## config.mk

```make
export PLATFORM = sky130hd
export DESIGN_NAME = gaussian_polar_generator
export DESIGN_NICKNAME = d
export VERILOG_FILES = /design/src/hw/rtl/gpg_pkg.sv /design/src/hw/rtl/gaussian_polar_generator.sv /design/src/hw/rtl/gpg_sqrt.sv /design/src/hw/rtl/gpg_div.sv
export SDC_FILE = /design/constraint.sdc
export NUM_CORES = 2
export LEC_CHECK = 0
export ABC_AREA = 1
export BUFFER_PORTS_ARGS = -buffer_cell sky130_fd_sc_hd__buf_2
export CAP_MARGIN = 20
export CORE_ASPECT_RATIO = 1.75
export CORE_MARGIN = 2
export CORE_UTILIZATION = 52
export CTS_BUF_LIST = sky130_fd_sc_hd__clkbuf_4 sky130_fd_sc_hd__clkbuf_8 sky130_fd_sc_hd__clkbuf_16
export DETAILED_ROUTE_END_ITERATION = 10
export PLACE_DENSITY_LB_ADDON = 0.2
export SLEW_MARGIN = 20
export SYNTH_ARGS = -nofsm -noshare
export SYNTH_HDL_FRONTEND = slang
export SYNTH_SLANG_ARGS = --single-unit
```

## constraint.sdc

```tcl
create_clock -name i_clk -period 10.5 [get_ports i_clk]
set_input_delay 1.05 -clock i_clk [delete_from_list [all_inputs] [get_ports i_clk]]
set_output_delay 1.05 -clock i_clk [all_outputs]
set_load 0.01 [all_outputs]
```

## src/hw/rtl/gpg_pkg.sv

```systemverilog
// Shared types and constants of the Gaussian polar generator.
// No dependencies.
`timescale 1ns / 1ps

package gpg_pkg;

    localparam int WORD_W     = 32;
    localparam int WIDE_W     = 64;
    localparam int SQRT_STEPS = 32;   // two radicand bits per step
    localparam int DIV_STEPS  = 31;   // one quotient bit per step
    localparam int LOG_STEPS  = 32;   // one log2 fraction bit per squaring

    // round(2 ln2 * 2^30)
    localparam logic [WORD_W-1:0] LN2X2_Q30 = 32'd1488522236;

    // configuration register indexes
    localparam logic CFG_MEAN = 1'b0;
    localparam logic CFG_STD  = 1'b1;

    typedef struct packed {
        logic              done;
        logic [WORD_W-1:0] root;
    } t_sqrt_stat;

    typedef struct packed {
        logic                done;
        logic [DIV_STEPS-1:0] quot;
    } t_div_stat;

endpackage

```

## src/hw/rtl/gaussian_polar_generator.sv

```systemverilog
// Top level of the Marsaglia polar Gaussian generator: sequencer, shared multiplier,
// output register. Depends on gpg_pkg, gpg_sqrt, gpg_div.
//
//  channel  | direction | handshake                     | payload
//  s_axis   | in        | s_axis_tvalid / s_axis_tready | uniform_a [31:0], uniform_b [63:32]
//  m_axis   | out       | m_axis_tvalid / m_axis_tready | sample_value [31:0]
//  cfg      | in        | i_cfg_valid / o_cfg_ready     | i_cfg_index, i_cfg_data
//
// A cached (second) sample runs ST_SCLM, ST_SCLQ, ST_SCLS, ST_EMIT into the output register.
// A new pair squares both words, shifts out the leading zeros of S (2..63), runs the
// log2 squaring loop on the multiplier, two passes on the square-root unit and two on the divider.
// A rejected pair frees the input from ST_CHK. Synchronous active-low reset clears
// phase, cache and output valid. A stalled output holds the finished sample while the
// sequencer waits; the next item is taken once the sample has moved into the output register.
`timescale 1ns / 1ps

module gaussian_polar_generator #(
    parameter int UNIFORM_BITS = 32
) (
    input  logic        i_clk,
    input  logic        i_rst_n,
    input  logic        s_axis_tvalid,
    output logic        s_axis_tready,
    input  logic [63:0] s_axis_tdata,   // [31:0] uniform_a, [63:32] uniform_b
    output logic        m_axis_tvalid,
    input  logic        m_axis_tready,
    output logic [31:0] m_axis_tdata,   // [31:0] sample_value
    input  logic        i_cfg_valid,
    output logic        o_cfg_ready,
    input  logic        i_cfg_index,
    input  logic [31:0] i_cfg_data
);

    localparam logic [31:0] HALF     = 32'(64'd1 << (UNIFORM_BITS - 1));
    localparam logic [6:0]  LOG_BASE = 7'(2 * UNIFORM_BITS - 2);

    // sequencer states
    localparam logic [4:0] ST_IDLE  = 5'd0;
    localparam logic [4:0] ST_SQA   = 5'd1;
    localparam logic [4:0] ST_SQB   = 5'd2;
    localparam logic [4:0] ST_SUM   = 5'd3;
    localparam logic [4:0] ST_CHK   = 5'd4;
    localparam logic [4:0] ST_NORM  = 5'd5;
    localparam logic [4:0] ST_LOGM  = 5'd6;
    localparam logic [4:0] ST_LOGS  = 5'd7;
    localparam logic [4:0] ST_TLN   = 5'd8;
    localparam logic [4:0] ST_LNM   = 5'd9;
    localparam logic [4:0] ST_SQW   = 5'd10;
    localparam logic [4:0] ST_WAITW = 5'd11;
    localparam logic [4:0] ST_SQR   = 5'd12;
    localparam logic [4:0] ST_WAITR = 5'd13;
    localparam logic [4:0] ST_SHF   = 5'd14;
    localparam logic [4:0] ST_DIV   = 5'd15;
    localparam logic [4:0] ST_WAITD = 5'd16;
    localparam logic [4:0] ST_GMUL  = 5'd17;
    localparam logic [4:0] ST_GSGN  = 5'd18;
    localparam logic [4:0] ST_SCLM  = 5'd19;
    localparam logic [4:0] ST_SCLQ  = 5'd20;
    localparam logic [4:0] ST_SCLS  = 5'd21;
    localparam logic [4:0] ST_EMIT  = 5'd22;

    logic [4:0]  r_state;
    logic        r_phase;
    logic [31:0] r_cache;
    logic signed [31:0] r_mean;
    logic [31:0] r_std;
    logic        r_ovalid;
    logic [31:0] r_odata;

    logic        r_neg_a;
    logic        r_neg_b;
    logic [31:0] r_mag_a;
    logic [31:0] r_mag_b;
    logic [63:0] r_prod;
    logic [63:0] r_s;
    logic [63:0] r_norm;
    logic [5:0]  r_e;
    logic [31:0] r_x;
    logic [31:0] r_frac;
    logic [4:0]  r_cnt;
    logic [31:0] r_t;
    logic [31:0] r_w;
    logic [31:0] r_root;
    logic        r_sel;
    logic [31:0] r_num;
    logic [30:0] r_c;
    logic [31:0] r_dev;
    logic signed [36:0] r_q;
    logic [31:0] r_res;

    logic [UNIFORM_BITS-1:0] n_ua;
    logic [UNIFORM_BITS-1:0] n_ub;
    logic [31:0] n_mag_a;
    logic [31:0] n_mag_b;
    logic signed [32:0] n_ma;
    logic signed [32:0] n_mb;
    logic signed [65:0] n_mul;
    logic        n_reject;
    logic [6:0]  n_exp;
    logic [38:0] n_t;
    logic [4:0]  n_k;
    logic [31:0] n_mag_sel;
    logic [63:0] n_g_sum;
    logic [31:0] n_g;
    logic [31:0] n_dev;
    logic signed [63:0] n_p;
    logic signed [37:0] n_r;
    logic        n_load;
    logic        n_sqrt_start;
    logic [63:0] n_radicand;
    logic        n_div_start;

    gpg_pkg::t_sqrt_stat w_sqrt;
    gpg_pkg::t_div_stat  w_div;

    assign s_axis_tready = (r_state == ST_IDLE);
    assign o_cfg_ready   = 1'b1;
    assign m_axis_tvalid = r_ovalid;
    assign m_axis_tdata  = r_odata;

    // offset words: a = u - 2^(B-1), kept as sign and magnitude
    always_comb begin
        n_ua    = s_axis_tdata[UNIFORM_BITS-1:0];
        n_ub    = s_axis_tdata[32 +: UNIFORM_BITS];
        n_mag_a = n_ua[UNIFORM_BITS-1] ? 32'(n_ua[UNIFORM_BITS-2:0])
                                       : HALF - 32'(n_ua[UNIFORM_BITS-2:0]);
        n_mag_b = n_ub[UNIFORM_BITS-1] ? 32'(n_ub[UNIFORM_BITS-2:0])
                                       : HALF - 32'(n_ub[UNIFORM_BITS-2:0]);
    end

    // shared multiplier operands
    always_comb begin
        n_ma = '0;
        n_mb = '0;
        unique case (r_state)
            ST_SQA: begin
                n_ma = {1'b0, r_mag_a};
                n_mb = {1'b0, r_mag_a};
            end
            ST_SQB: begin
                n_ma = {1'b0, r_mag_b};
                n_mb = {1'b0, r_mag_b};
            end
            ST_LOGM: begin
                n_ma = {1'b0, r_x};
                n_mb = {1'b0, r_x};
            end
            ST_LNM: begin
                n_ma = {1'b0, r_t};
                n_mb = {1'b0, gpg_pkg::LN2X2_Q30};
            end
            ST_GMUL: begin
                n_ma = {2'b00, r_c};
                n_mb = {1'b0, r_w};
            end
            ST_SCLM: begin
                n_ma = {1'b0, r_std};
                n_mb = {r_dev[31], r_dev};
            end
            default: begin
                n_ma = '0;
                n_mb = '0;
            end
        endcase
        n_mul = n_ma * n_mb;
    end

    // datapath helpers
    always_comb begin
        n_reject   = (r_s == '0) || ((r_s >> (2 * UNIFORM_BITS - 2)) != '0);
        n_exp      = LOG_BASE - {1'b0, r_e};
        n_t        = {n_exp, 32'd0} - {7'd0, r_frac};
        n_k        = 5'((6'd63 - r_e) >> 1);
        n_mag_sel  = r_sel ? r_mag_b : r_mag_a;
        n_g_sum    = r_prod + 64'h0000_0000_4000_0000;
        n_g        = n_g_sum[62:31];
        n_dev      = (r_sel ? r_neg_b : r_neg_a) ? (32'd0 - n_g) : n_g;
        n_p        = $signed(r_prod) + 64'sd67108864;
        n_r        = 38'(r_q) + 38'(r_mean);
        n_load     = (r_state == ST_EMIT) && (!r_ovalid || m_axis_tready);
        n_sqrt_start = (r_state == ST_SQW) || (r_state == ST_SQR);
        n_radicand = (r_state == ST_SQW) ? {r_prod[63:24], 24'd0}
                   : (r_e[0] ? r_norm : {1'b0, r_norm[63:1]});
        n_div_start = (r_state == ST_DIV);
    end

    gpg_sqrt u_sqrt (
        .i_clk      (i_clk),
        .i_rst_n    (i_rst_n),
        .i_start    (n_sqrt_start),
        .i_radicand (n_radicand),
        .o_stat     (w_sqrt)
    );

    gpg_div u_div (
        .i_clk   (i_clk),
        .i_rst_n (i_rst_n),
        .i_start (n_div_start),
        .i_num   (r_num),
        .i_den   (r_root),
        .o_stat  (w_div)
    );

    // configuration registers
    always_ff @(posedge i_clk) begin
        if (!i_rst_n) begin
            r_mean <= '0;
            r_std  <= 32'd65536;
        end else if (i_cfg_valid) begin
            unique case (i_cfg_index)
                gpg_pkg::CFG_MEAN: r_mean <= $signed(i_cfg_data);
                gpg_pkg::CFG_STD:  r_std  <= i_cfg_data;
                default:           r_std  <= r_std;
            endcase
        end
    end

    // output register
    always_ff @(posedge i_clk) begin
        if (!i_rst_n) begin
            r_ovalid <= 1'b0;
        end else if (n_load) begin
            r_ovalid <= 1'b1;
        end else if (m_axis_tready) begin
            r_ovalid <= 1'b0;
        end
    end

    always_ff @(posedge i_clk) begin
        if (n_load) begin
            r_odata <= r_res;
        end
    end

    // sequencer
    always_ff @(posedge i_clk) begin
        if (!i_rst_n) begin
            r_state <= ST_IDLE;
            r_phase <= 1'b0;
            r_cache <= '0;
        end else begin
            unique case (r_state)
                ST_IDLE: begin
                    if (s_axis_tvalid) begin
                        r_state <= r_phase ? ST_SCLM : ST_SQA;
                    end
                end
                ST_SQA:   r_state <= ST_SQB;
                ST_SQB:   r_state <= ST_SUM;
                ST_SUM:   r_state <= ST_CHK;
                ST_CHK:   r_state <= n_reject ? ST_IDLE : ST_NORM;
                ST_NORM: begin
                    if (r_norm[63]) begin
                        r_state <= ST_LOGM;
                    end
                end
                ST_LOGM:  r_state <= ST_LOGS;
                ST_LOGS: begin
                    r_state <= (r_cnt == 5'(gpg_pkg::LOG_STEPS - 1)) ? ST_TLN : ST_LOGM;
                end
                ST_TLN:   r_state <= ST_LNM;
                ST_LNM:   r_state <= ST_SQW;
                ST_SQW:   r_state <= ST_WAITW;
                ST_WAITW: begin
                    if (w_sqrt.done) begin
                        r_state <= ST_SQR;
                    end
                end
                ST_SQR:   r_state <= ST_WAITR;
                ST_WAITR: begin
                    if (w_sqrt.done) begin
                        r_state <= ST_SHF;
                    end
                end
                ST_SHF:   r_state <= ST_DIV;
                ST_DIV:   r_state <= ST_WAITD;
                ST_WAITD: begin
                    if (w_div.done) begin
                        r_state <= ST_GMUL;
                    end
                end
                ST_GMUL:  r_state <= ST_GSGN;
                ST_GSGN: begin
                    r_state <= r_sel ? ST_SCLM : ST_SHF;
                    if (r_sel) begin
                        r_cache <= n_dev;
                    end
                end
                ST_SCLM:  r_state <= ST_SCLQ;
                ST_SCLQ:  r_state <= ST_SCLS;
                ST_SCLS:  r_state <= ST_EMIT;
                ST_EMIT: begin
                    if (n_load) begin
                        r_state <= ST_IDLE;
                        r_phase <= ~r_phase;
                    end
                end
                default:  r_state <= ST_IDLE;
            endcase
        end
    end

    // datapath registers
    always_ff @(posedge i_clk) begin
        r_prod <= n_mul[63:0];
        unique case (r_state)
            ST_IDLE: begin
                r_neg_a <= ~n_ua[UNIFORM_BITS-1];
                r_neg_b <= ~n_ub[UNIFORM_BITS-1];
                r_mag_a <= n_mag_a;
                r_mag_b <= n_mag_b;
                r_dev   <= r_cache;
            end
            ST_SUM: r_s <= r_s + r_prod;
            ST_SQB: r_s <= r_prod;
            ST_CHK: begin
                r_norm <= r_s;
                r_e    <= 6'd63;
            end
            // normalize one bit per cycle
            ST_NORM: begin
                if (r_norm[63]) begin
                    r_x    <= r_norm[63:32];
                    r_frac <= '0;
                    r_cnt  <= '0;
                end else begin
                    r_norm <= {r_norm[62:0], 1'b0};
                    r_e    <= r_e - 6'd1;
                end
            end
            // log2 mantissa: one fraction bit per squaring
            ST_LOGS: begin
                r_frac <= {r_frac[30:0], r_prod[63]};
                r_x    <= r_prod[63] ? r_prod[63:32] : r_prod[62:31];
                r_cnt  <= r_cnt + 5'd1;
            end
            ST_TLN: r_t <= n_t[37:6];
            ST_WAITW: begin
                if (w_sqrt.done) begin
                    r_w <= w_sqrt.root;
                end
            end
            ST_WAITR: begin
                if (w_sqrt.done) begin
                    r_root <= w_sqrt.root;
                    r_sel  <= 1'b0;
                end
            end
            ST_SHF: r_num <= n_mag_sel << n_k;
            ST_WAITD: begin
                if (w_div.done) begin
                    r_c <= w_div.quot;
                end
            end
            ST_GSGN: begin
                if (!r_sel) begin
                    r_dev <= n_dev;
                end
                r_sel <= 1'b1;
            end
            ST_SCLQ: r_q <= 37'(n_p >>> 27);
            // add mean and saturate
            ST_SCLS: begin
                if (n_r > 38'sd2147483647) begin
                    r_res <= 32'h7FFF_FFFF;
                end else if (n_r < -38'sd2147483648) begin
                    r_res <= 32'h8000_0000;
                end else begin
                    r_res <= n_r[31:0];
                end
            end
            default: r_res <= r_res;
        endcase
    end

endmodule

```

## src/hw/rtl/gpg_sqrt.sv

```systemverilog
// Bit-serial integer square root of a 64-bit radicand, two bits per cycle.
// Depends on gpg_pkg.
`timescale 1ns / 1ps

module gpg_sqrt (
    input  logic                      i_clk,
    input  logic                      i_rst_n,
    input  logic                      i_start,
    input  logic [gpg_pkg::WIDE_W-1:0] i_radicand,
    output gpg_pkg::t_sqrt_stat       o_stat
);

    logic [5:0]                  r_cnt;
    logic                        r_done;
    logic [gpg_pkg::WIDE_W-1:0]  r_rad;
    logic [34:0]                 r_rem;
    logic [gpg_pkg::WORD_W-1:0]  r_root;

    logic [34:0]                 n_rem_sh;
    logic [34:0]                 n_trial;
    logic                        n_ge;
    logic [34:0]                 n_rem;
    logic [gpg_pkg::WORD_W-1:0]  n_root;

    // one digit-by-digit step
    always_comb begin
        n_rem_sh = {r_rem[32:0], r_rad[63:62]};
        n_trial  = {1'b0, r_root, 2'b01};
        n_ge     = (n_rem_sh >= n_trial);
        n_rem    = n_ge ? (n_rem_sh - n_trial) : n_rem_sh;
        n_root   = {r_root[30:0], n_ge};
    end

    // step counter and done pulse
    always_ff @(posedge i_clk) begin
        if (!i_rst_n) begin
            r_cnt  <= '0;
            r_done <= 1'b0;
        end else begin
            r_done <= 1'b0;
            if (i_start) begin
                r_cnt <= 6'(gpg_pkg::SQRT_STEPS);
            end else if (r_cnt != '0) begin
                r_cnt <= r_cnt - 6'd1;
                if (r_cnt == 6'd1) begin
                    r_done <= 1'b1;
                end
            end
        end
    end

    // datapath shift registers
    always_ff @(posedge i_clk) begin
        if (i_start) begin
            r_rad  <= i_radicand;
            r_rem  <= '0;
            r_root <= '0;
        end else if (r_cnt != '0) begin
            r_rad  <= {r_rad[61:0], 2'b00};
            r_rem  <= n_rem;
            r_root <= n_root;
        end
    end

    assign o_stat.done = r_done;
    assign o_stat.root = r_root;

endmodule

```

## src/hw/rtl/gpg_div.sv

```systemverilog
// Bit-serial restoring divider, numerator scaled by 2^30, one quotient bit per cycle.
// Numerator must not exceed the divisor. Depends on gpg_pkg.
`timescale 1ns / 1ps

module gpg_div (
    input  logic                      i_clk,
    input  logic                      i_rst_n,
    input  logic                      i_start,
    input  logic [gpg_pkg::WORD_W-1:0] i_num,
    input  logic [gpg_pkg::WORD_W-1:0] i_den,
    output gpg_pkg::t_div_stat        o_stat
);

    logic [4:0]                     r_cnt;
    logic                           r_done;
    logic [32:0]                    r_rem;
    logic [gpg_pkg::WORD_W-1:0]     r_den;
    logic [gpg_pkg::DIV_STEPS-1:0]  r_quot;

    logic                           n_ge;
    logic [32:0]                    n_diff;

    // compare and subtract
    always_comb begin
        n_ge   = (r_rem >= {1'b0, r_den});
        n_diff = n_ge ? (r_rem - {1'b0, r_den}) : r_rem;
    end

    always_ff @(posedge i_clk) begin
        if (!i_rst_n) begin
            r_cnt  <= '0;
            r_done <= 1'b0;
        end else begin
            r_done <= 1'b0;
            if (i_start) begin
                r_cnt <= 5'(gpg_pkg::DIV_STEPS);
            end else if (r_cnt != '0) begin
                r_cnt <= r_cnt - 5'd1;
                if (r_cnt == 5'd1) begin
                    r_done <= 1'b1;
                end
            end
        end
    end

    always_ff @(posedge i_clk) begin
        if (i_start) begin
            r_rem  <= {1'b0, i_num};
            r_den  <= i_den;
            r_quot <= '0;
        end else if (r_cnt != '0) begin
            r_rem  <= {n_diff[31:0], 1'b0};
            r_quot <= {r_quot[gpg_pkg::DIV_STEPS-2:0], n_ge};
        end
    end

    assign o_stat.done = r_done;
    assign o_stat.quot = r_quot;

endmodule

```

==> flow_summary.yaml <==
worst_setup_path:
  critPathCapture: "r_prod[38]"
  worst-setup-path-type: "reg -> reg"
  crit_cells: 34
  timing.rr.start: "r_state[4]"
  cpLargestDelayFamily: "adder cells"
  endpoint_kind: "register"
  cp.arrival_ns: 10.98
  worst_r2r_endpoint: "r_prod[38]"
  path_buf_inv: 10
  crit_top_cell: "fa_1"
  cpPeakStageDelay_ns: 0.64
  rrSetupSlack_ns: 0.15
  crit_path_max_fanout: 32
  crit_required_ns: 11.13
  startpoint_type: "register"
  ff2ff_path_depth: 34
  slowest_stage: "nor2_2"
  crit_start: "r_state[4]"
layout:
  syn_to_final_growth_pct: 8.41
  layout_common_cells: "nand2_1 (2342), inv_1 (1948), nor2_1 (1347), fa_1 (931), o21ai_0 (722)"
  fin_area_sq_um: 97000
  final_nets: 12600
  final_common_cell: "nand2_1"
  register_area_sq_um: 26300
  layout-drive-gt1-share: 0.0705
  multi_input_area_sq_um: 54000
  fillers: 15600
clocking:
  cts_hold_buf: 0
  clock_latency_ns: 0.78
  cts_buffers: 94
  cts_max_path_buffers: 3
  cts_root_buf: "clkbuf_16"
  clkSinkCount: 967
  htree_levels: 3
  tritoncts: "built"
  clk_pin_slew_ns: 0.07
drt:
  drt_iter0_drc: 10200
  drc: 0
  postRouteAntennaNets: 0
  drt_pass1_iterations: 8
  wl_mm: 431
  vias: 83200
  routedWlPerCell_microns: 32.0
  vias_per_cell: 6.18
global_routing:
  grt_max_degree: 97
  antenna_found_initial: 51
  grt_pass1_wl_mm: 605
  overflow: 0
  grt_usage: 0.490
  grt_pass1_vias: 85300
die:
  die_h_microns: 553
  dieArea_sq_um: 176000
  die_w_microns: 318
  start_util: 0.523
  ios: 137
  rows: 201
  core-area_sq_um: 171000
worst_hold_path:
  min-delay-start: "r_res[10]"
  hold_path.class: "reg -> reg"
run:
  drv_cap: 0
synthesis:
  ys_ff_latch: 967
  yosysSeqAreaShare: 0.293
  syn_nets: 12500
  synthFlopType: "edfxtp_1"
  avgSynthCellArea_sq_um: 8.12
  synth-warning-count: 0
  synth_area_sq_um: 89500
  synth_edf_count: 690
  synthArstFlopShare: 0
  synth.distinct_cells: 66
  netlist_instances: 11000
placement:
  port_buffers: 135
  dp_hpwl_mm: 347
  globalplace.congestion: 1.11
  postPlaceCellArea_sq_um: 93200
sta:
  finalCritPeriodShare: 0.986
  min_period_ns: 10.35
  fmax_mhz: 96.6
  tightest_slew_ns: 1.35
  drv_slew: 0
  fin_tns_setup_ns: 0
  setup_viol: 0
  finClkSkew_ns: 0.0938
  fin_hold_ws_ns: 0.416
  finalHoldViolCount: 0
  slew_headroom: 0.0972
outcome:
  status: "finished, final reports clean"
==> synth_stat cells (9+ instances only) <==
| master | count | area [sq um] |
|---|---|---|
| nand2_1 | 2348 | 8810 |
| inv_1 | 1952 | 7330 |
| nor2_1 | 1359 | 5100 |
| fa_1 | 931 | 18600 |
| o21ai_0 | 726 | 3630 |
| edfxtp_1 | 690 | 20700 |
| ha_1 | 471 | 5890 |
| a21oi_1 | 467 | 2340 |
| nand3_1 | 293 | 1470 |
| dfxtp_1 | 277 | 5550 |
| clkbuf_1 | 193 | 724 |
| xor2_1 | 179 | 1570 |
| buf_2 | 163 | 816 |
| xnor2_1 | 101 | 885 |
| nor3_1 | 83 | 415 |
| nand4_1 | 71 | 444 |
| inv_2 | 66 | 248 |
| o221ai_1 | 66 | 578 |
| a31oi_1 | 53 | 332 |
| o21bai_1 | 45 | 338 |
| o22ai_1 | 38 | 238 |
| o21ai_1 | 36 | 180 |
| and3_1 | 34 | 213 |
| nor4_1 | 34 | 213 |
| or2_2 | 30 | 188 |
| o211ai_1 | 29 | 218 |
| a21o_1 | 24 | 180 |
| mux2i_1 | 23 | 230 |
| nor2_2 | 23 | 144 |
| buf_1 | 21 | 78.8 |
| buf_4 | 21 | 158 |
| nand2_2 | 19 | 119 |
| o21a_1 | 18 | 135 |
| nand3b_1 | 17 | 128 |
| nor2_4 | 14 | 158 |
| a21boi_0 | 13 | 97.6 |
| nor3_2 | 10 | 100 |
| clkinv_1 | 9 | 33.8 |
| nand4_2 | 9 | 113 |
| nor4_4 | 9 | 191 |
==> worst reg2reg max path: cells and delay by family (launching register included) <==
kind | cells | cell delay (ns)
AO/OA/AOI/OAI | 5 | 1.62
XOR/XNOR | 1 | 0.23
adder cells (fa/ha/maj) | 9 | 4.54
buffers and inverters | 10 | 1.46
flip-flops | 1 | 0.49
AND/OR/NAND/NOR | 9 | 1.87
==> stage by stage <==
step	cells	util	worst slack [ns]
2_1_floorplan	11000	-	2.85
3_3_place_gp	13200	0.544	0.231
3_5_place_dp	13200	0.544	0.396
4_1_cts	13400	0.565	0.260
5_1_grt	13400	0.566	-0.00153
6_report	13500	0.567	0.150
==> flip-flops by register name (all words and copies together) (netlist names), 32 cells and up <==
signal,cells
r_x,32
r_root,32
r_mean,32
u_sqrt.r_rem,33
m_axis_tdata,32
r_t,32
r_frac,32
u_sqrt.r_rad,64
r_w,32
r_cache,32
r_std,32
r_norm,64
r_q,37
r_mag_b,32
u_sqrt.r_root,32
r_res,32
r_s,64
r_dev,32
u_div.r_rem,33
r_num,32
r_mag_a,32
r_prod,64
u_div.r_den,32
==> metal layers <==
metal	wire, microns	track usage
met3	41800	0.141
met1	122000	0.453
met4	66700	0.599
met5	189	0
met2	200000	0.797
==> worst min-delay path by stage <==
stage,cells past startpoint,slack [ns],end
after floorplan,0,0.40,m_axis_tdata[0]
after global routing,0,0.42,u_div.r_den[1]
after CTS,0,0.42,u_div.r_den[11]
after detailed placement,0,0.41,u_div.r_den[11]
after global placement,0,0.40,u_div.r_den[15]
final,0,0.42,m_axis_tdata[10]
==> cell type report <==
| class | instances | area share |
|---|---|---|
| Multi-Input combinational cell | 7627 | 0.557 |
| Sequential cell | 967 | 0.271 |
| Inverter | 2029 | 0.0786 |
| Tap cell | 2233 | 0.0288 |
| Timing Repair Buffer | 379 | 0.0279 |
| Clock buffer | 114 | 0.0263 |
| Clock inverter | 63 | 0.00947 |
| Antenna cell | 52 | 0.00134 |
==> cells by family (layout without fill, tap and decap cells) <==
kind of cell | after synthesis | count (layout) | share of synthesized area
flops | 967 | 967 | 0.293
other cells | 1 | 53 | 0.0000419
buf+inv | 2431 | 2585 | 0.105
fa+ha+maj | 1402 | 1402 | 0.274
mux | 23 | 23 | 0.00257
simple gates | 4371 | 4372 | 0.201
xor+xnor | 281 | 281 | 0.0277
compound gates | 1548 | 1548 | 0.0954
==> what timing repair did <==
| action | in CTS | in global routing |
|---|---|---|
| buffers inserted | 0 | 4 |
| setup endpoints to repair | 0 | 10 |
| resized for setup | 0 | 10 |
Power is not shown: default switching activity piles up to over one toggle a cycle in this logic, so the estimate is an artifact.
